[src/sv/lrq_pkg.sv]
// Package for the LRU recency queue.
// Holds the request and response payload types and the command sent down the cell row.
// No dependencies.
`timescale 1ns / 1ps

package lrq_pkg;

	typedef enum logic {
		OP_TOUCH = 1'b0,
		OP_POP   = 1'b1
	} lrq_op_t;

	typedef struct packed {
		lrq_op_t     operation;
		logic [15:0] value;
	} lrq_req_t;

	typedef struct packed {
		logic [15:0] popped_value;
		logic        popped_valid;
		logic        was_present;
		logic        full_reject;
		logic [15:0] front_value;
		logic [15:0] rear_value;
		logic [4:0]  entry_count;
		logic        list_empty;
	} lrq_rsp_t;

	typedef struct packed {
		logic en;
		logic touch;
		logic pop;
		logic append;
	} lrq_cmd_t;

endpackage

[src/sv/lrq_cell.sv]
// One slot of the recency list: holds an entry, matches it against the touched value,
// and takes its neighbor's entry if a slot at or before it goes, or a tail append.
// Depends on lrq_pkg.
`timescale 1ns / 1ps

module lrq_cell #(
	parameter int IDX        = 0,
	parameter int VALUE_BITS = 16,
	parameter int CW         = 5
) (
	input  logic                  clk,
	input  lrq_pkg::lrq_cmd_t     cmd,
	input  logic [VALUE_BITS-1:0] val,
	input  logic [CW-1:0]         cnt,
	input  logic [CW-1:0]         tail,
	input  logic                  shift_in,
	input  logic [VALUE_BITS-1:0] next_in,
	output logic                  shift_out,
	output logic                  hit,
	output logic [VALUE_BITS-1:0] entry,
	output logic [VALUE_BITS-1:0] entry_d
);
	import lrq_pkg::*;

	localparam logic [CW-1:0] IDX_C   = CW'(IDX);
	localparam bit            IS_HEAD = (IDX == 0);

	logic [VALUE_BITS-1:0] entry_q;
	logic                  occupied;

	assign occupied  = (IDX_C < cnt);
	assign hit       = occupied && ((cmd.touch && (entry_q == val)) || (cmd.pop && IS_HEAD));
	assign shift_out = shift_in | hit;
	assign entry     = entry_q;

	always_comb begin
		if (cmd.append && (tail == IDX_C)) begin
			entry_d = val;
		end else if (shift_out) begin
			entry_d = next_in;
		end else begin
			entry_d = entry_q;
		end
	end

	always_ff @(posedge clk) begin
		if (cmd.en) begin
			entry_q <= entry_d;
		end
	end

endmodule

[src/sv/lru_recency_queue.sv]
// A response is registered and appears in the cycle after its request is accepted.
// Throughput: one request per cycle while responses drain; the cell row searches and compacts combinationally.
// A new request is taken while the response register is empty or being drained.
// Reset (arst_n low, asynchronous) empties the list and the response register.
// Depends on lrq_pkg and lrq_cell.
`timescale 1ns / 1ps

module lru_recency_queue #(
	parameter int DEPTH      = 16,
	parameter int VALUE_BITS = 16
) (
	input  logic              clk,
	input  logic              arst_n,
	input  logic              req_valid,
	output logic              req_ready,
	input  lrq_pkg::lrq_req_t req_data,
	output logic              rsp_valid,
	input  logic              rsp_ready,
	output lrq_pkg::lrq_rsp_t rsp_data
);
	import lrq_pkg::*;

	localparam int CW = $clog2(DEPTH + 1);

	logic [CW-1:0]         cnt_q;
	logic [CW-1:0]         cnt_d;
	logic [CW-1:0]         tail;
	logic [VALUE_BITS-1:0] rear_q;
	logic [VALUE_BITS-1:0] val;
	logic                  accept;
	logic                  found;
	logic                  full;
	logic                  reject;
	lrq_cmd_t              cmd;
	lrq_rsp_t              rsp_d;
	lrq_rsp_t              rsp_q;
	logic                  rsp_valid_q;

	logic [DEPTH-1:0]                 hits;
	logic [DEPTH:0]                   shifts;
	logic [DEPTH:0][VALUE_BITS-1:0]   nexts;
	logic [DEPTH-1:0][VALUE_BITS-1:0] entries;
	logic [DEPTH-1:0][VALUE_BITS-1:0] entries_d;

	assign accept    = req_valid && req_ready;
	assign req_ready = !rsp_valid_q || rsp_ready;
	assign val       = VALUE_BITS'(req_data.value);

	assign full   = (cnt_q == CW'(DEPTH));
	assign found  = (req_data.operation == OP_TOUCH) && (|hits);
	assign reject = (req_data.operation == OP_TOUCH) && !found && full;

	always_comb begin
		cmd.en     = accept;
		cmd.touch  = (req_data.operation == OP_TOUCH);
		cmd.pop    = (req_data.operation == OP_POP);
		cmd.append = cmd.touch && !reject;
	end

	always_comb begin
		if (cmd.pop) begin
			cnt_d = (cnt_q != '0) ? cnt_q - CW'(1) : cnt_q;
		end else if (found || full) begin
			cnt_d = cnt_q;
		end else begin
			cnt_d = cnt_q + CW'(1);
		end
	end

	assign tail = cnt_d - CW'(1);

	assign shifts[0]     = 1'b0;
	assign nexts[DEPTH]  = '0;

	for (genvar i = 0; i < DEPTH; i++) begin : g_cell
		lrq_cell #(
			.IDX        (i),
			.VALUE_BITS (VALUE_BITS),
			.CW         (CW)
		) u_cell (
			.clk       (clk),
			.cmd       (cmd),
			.val       (val),
			.cnt       (cnt_q),
			.tail      (tail),
			.shift_in  (shifts[i]),
			.next_in   (nexts[i+1]),
			.shift_out (shifts[i+1]),
			.hit       (hits[i]),
			.entry     (entries[i]),
			.entry_d   (entries_d[i])
		);
		assign nexts[i] = entries[i];
	end

	always_comb begin
		rsp_d = '0;
		if (cmd.pop && (cnt_q != '0)) begin
			rsp_d.popped_value = 16'(entries[0]);
			rsp_d.popped_valid = 1'b1;
		end
		rsp_d.was_present = found;
		rsp_d.full_reject = reject;
		if (cnt_d != '0) begin
			rsp_d.front_value = 16'(entries_d[0]);
			rsp_d.rear_value  = cmd.append ? 16'(val) : 16'(rear_q);
		end
		rsp_d.entry_count = 5'(cnt_d);
		rsp_d.list_empty  = (cnt_d == '0);
	end

	always_ff @(posedge clk or negedge arst_n) begin
		if (!arst_n) begin
			cnt_q       <= '0;
			rsp_valid_q <= 1'b0;
		end else begin
			if (accept) begin
				cnt_q       <= cnt_d;
				rsp_valid_q <= 1'b1;
			end else if (rsp_ready) begin
				rsp_valid_q <= 1'b0;
			end
		end
	end

	always_ff @(posedge clk) begin
		if (accept) begin
			rsp_q <= rsp_d;
			if (cmd.append) begin
				rear_q <= val;
			end
		end
	end

	assign rsp_valid = rsp_valid_q;
	assign rsp_data  = rsp_q;

endmodule

[config.mk]
export PLATFORM = sky130hd
export DESIGN_NAME = lru_recency_queue
export DESIGN_NICKNAME = d
export VERILOG_FILES = /design/src/sv/lrq_pkg.sv /design/src/sv/lrq_cell.sv /design/src/sv/lru_recency_queue.sv
export SDC_FILE = /design/constraint.sdc
export NUM_CORES = 1
export LEC_CHECK = 0
export ABC_AREA = 1
export CORE_UTILIZATION = 55
export DETAILED_ROUTE_END_ITERATION = 10
export DONT_BUFFER_PORTS = 1
export PLACE_DENSITY = 0.7
export RECOVER_POWER = 100
export SLEW_MARGIN = 20
export SYNTH_ARGS = -nofsm -noshare
export SYNTH_HDL_FRONTEND = slang
export SYNTH_SLANG_ARGS = --single-unit
[constraint.sdc]
create_clock -name clk -period 5.1 [get_ports clk]
set_clock_uncertainty 0.05 [all_clocks]
set_input_delay 1.275 -clock clk [delete_from_list [all_inputs] [get_ports clk]]
set_output_delay 1.275 -clock clk [all_outputs]
set_load 0.05 [all_outputs]
==> flow_summary.json <==
{
  "syn_avg_cell_area_um2": 8.373,
  "outcome": "complete, but fails checks",
  "finalCritPeriodShare": 0.9363,
  "crit_path_start_kind": "primary input",
  "crit_chain": "inv_2 -> nand2_1 -> o21ai_0 -> nor2_1 -> nand2_1 -> nor2_1 -> nand3_1 -> nand2_1 -> nor2_1 -> nand3_1 -> nor2_1 -> nand3_1 -> nand2_1 -> nand2_1 -> nand2_2 -> clkbuf_1 -> inv_1 -> nor2_1 -> buf_4 -> nand4_1 -> buf_4 -> o21ai_0",
  "period_minus_slack_ps": 4775,
  "cts.sinks": 335,
  "fmax_mhz": 209.4,
  "max_cap_viol_count": 1,
  "drt_first_pass_iters": 7,
  "synth-edff-count": 329,
  "drc": 0,
  "p_leak_nw": 9.080,
  "insertedDiodeCount": 0,
  "layout_commonest_cell": "nand2_1",
  "clk_latency_ps": 540,
  "antenna_found_initial": 0,
  "hold_buffers": 0,
  "violations": "capacitance limit, slew limit",
  "synth-main-ff-cell": "edfxtp_1",
  "core.rowCount": 68,
  "async_flop_share": 0.01791,
  "layout.nets": 2313,
  "overflow": 0,
  "arrival_ps": 5050,
  "die_height_um": 189.2,
  "clkTransAtPathRegs_ps": 60,
  "seq_area_frac_synth": 0.5204,
  "path_max_fanout": 32,
  "final_hold_viol_count": 0,
  "grt_pass1_vias": 15190,
  "root_buffer": "clkbuf_16",
  "grt_pass1_wl_um": 89450,
  "p_per_area_mw_per_mm2": 374.2,
  "hold_path.class": "in -> async",
  "synthCells": 2302,
  "place_hpwl_um": 39780,
  "yosysUniqueCellTypes": 43,
  "synth_nets": 2327,
  "setup_viol": 0,
  "slowest_stage": "inv_2",
  "syn2layout_area_growth_pct": 7.686,
  "end_kind": "register",
  "maxSlewViolCount": 94,
  "htree_levels": 2,
  "crit_type": "in -> reg",
  "die_x_um": 189.2,
  "rsz0062_at_grt": "false",
  "clock_path_buffers": 3,
  "via_per_inst": 5.776,
  "ctsResizeCount": 0,
  "die_area_mm2": 0.03580,
  "instances_no_fill": 2770,
  "wire_per_inst_um": 21.26,
  "final_cell_mix": "nand2_1 (788), edfxtp_1 (329), o21ai_0 (234), nor2_1 (222), inv_1 (214)",
  "grt_max_degree": 94,
  "core_area_mm2": 0.03454,
  "ios": 80,
  "crit_path_max_incr_delay_ps": 480,
  "track_usage": 0.3334,
  "yosysWarnings": 0,
  "drtIter0Drc": 1868,
  "required_ps": 5380,
  "max-slew-margin-rel": -0.5628,
  "routed_wl_um": 58900,
  "netlist_area_mm2": 0.01927,
  "drive_gt1_frac": 0.09201,
  "routabilityCongestion": 0.9759,
  "hold_slack_ps": 379.9,
  "cts_made_buffers": 38,
  "vias": 16000,
  "ys_seq_elements": 335,
  "dp_cells": 2703,
  "tritoncts": "done",
  "cts_setup_buffers": 0,
  "worst_pin_slew_ps": 2344,
  "initial_core_util": 0.5580,
  "portBuffers": 0,
  "fillers": 3047,
  "ant_nets": 0,
  "ir_drop_mv": 0.2791
}
stage by stage:
stage	setup TNS, ps	util	area (um2)	total power [mW]	setup slack [ps]
floorplan	0	-	19270	4.811	197.4
global placement	0	0.5731	19800	5.186	94.14
detailed placement	-8.810	0.5731	19800	5.221	-8.810
CTS	0	0.6075	20980	7.857	547.4
global route	0	0.6009	20760	8.037	115.8
finish	0	0.6009	20760	7.766	324.9
worst max-delay path, delay by kind of cell:
family | cells | cell delay, ps
AO/OA/AOI/OAI | 2 | 410
buffers and inverters | 5 | 1460
AND/OR/NAND/NOR | 15 | 1870
area by class of cell:
class                           count  area (um2)  share of cell area
Sequential cell                   335       10030              0.4832
Clock buffer                       51        1074             0.05172
Multi-Input combinational cell   1591        7310              0.3522
Clock inverter                     16       115.1            0.005546
Timing Repair Buffer               81       743.2             0.03581
Tap cell                          455       569.3             0.02743
Inverter                          241       915.9             0.04413
cells by family after synthesis:
logic type | synth area share
and+or+nand+nor | 0.2582
buffers and inverters | 0.09198
AOI/OAI and AO/OA | 0.09828
DFF | 0.5204
xor gates and xnor gates | 0.02856
adders and majority gates | 0.002597
worst paths after layout:
path | from | to | slack [ps] | cells after the start
max | req_data[3] | g_cell[1].u_cell.entry[11] | 320 | 22
min | arst_n | rsp_valid | 380 | 0
max reg2reg | rsp_valid | rsp_data[31] | 480 | 5
min reg2reg | g_cell[9].u_cell.entry[6] | g_cell[8].u_cell.entry[6] | 520 | 2
max in group asynchronous | arst_n | cnt_q[1] | 4550 | 0
min in group clk | g_cell[9].u_cell.entry[6] | g_cell[8].u_cell.entry[6] | 520 | 2
metal layers:
layer / routed length (um) / up-vias / GRT usage
li1: - / 7422 / -
met1: 23320 / 7517 / 0.4508
met2: 26650 / 889 / 0.5338
met3: 6185 / 172 / 0.04968
met4: 2750 / 0 / 0.1483
met5: 0 / - / 0
state kept, by name, summed over array words and instances (netlist names):
signal               cells
rear_q                  16
rsp_valid                1
g_cell.u_cell.entry    256
cnt_q                    5
rsp_data                57
Yosys cell counts (27+ instances only):
master,count,area (um2)
nor2_1,219,822.0
clkbuf_1,27,101.4
edfxtp_1,329,9879
buf_2,60,300.3
nand2_1,787,2954
o21ai_0,82,410.4
inv_1,214,803.3
nand4_1,37,231.5
nand3_1,28,140.1
o21ai_1,212,1061
a21oi_1,49,245.2
xor2_1,40,350.3
power by group:
part	switching [mW]	internal (mW)	total (mW)	leakage, nW
clock	1.13	1.53	2.66	0.568
combinational	0.983	0.448	1.43	5.36
sequential	0.339	3.34	3.68	3.16
total	2.45	5.32	7.77	9.08
Note: power is estimated with default switching activity, not from simulation.
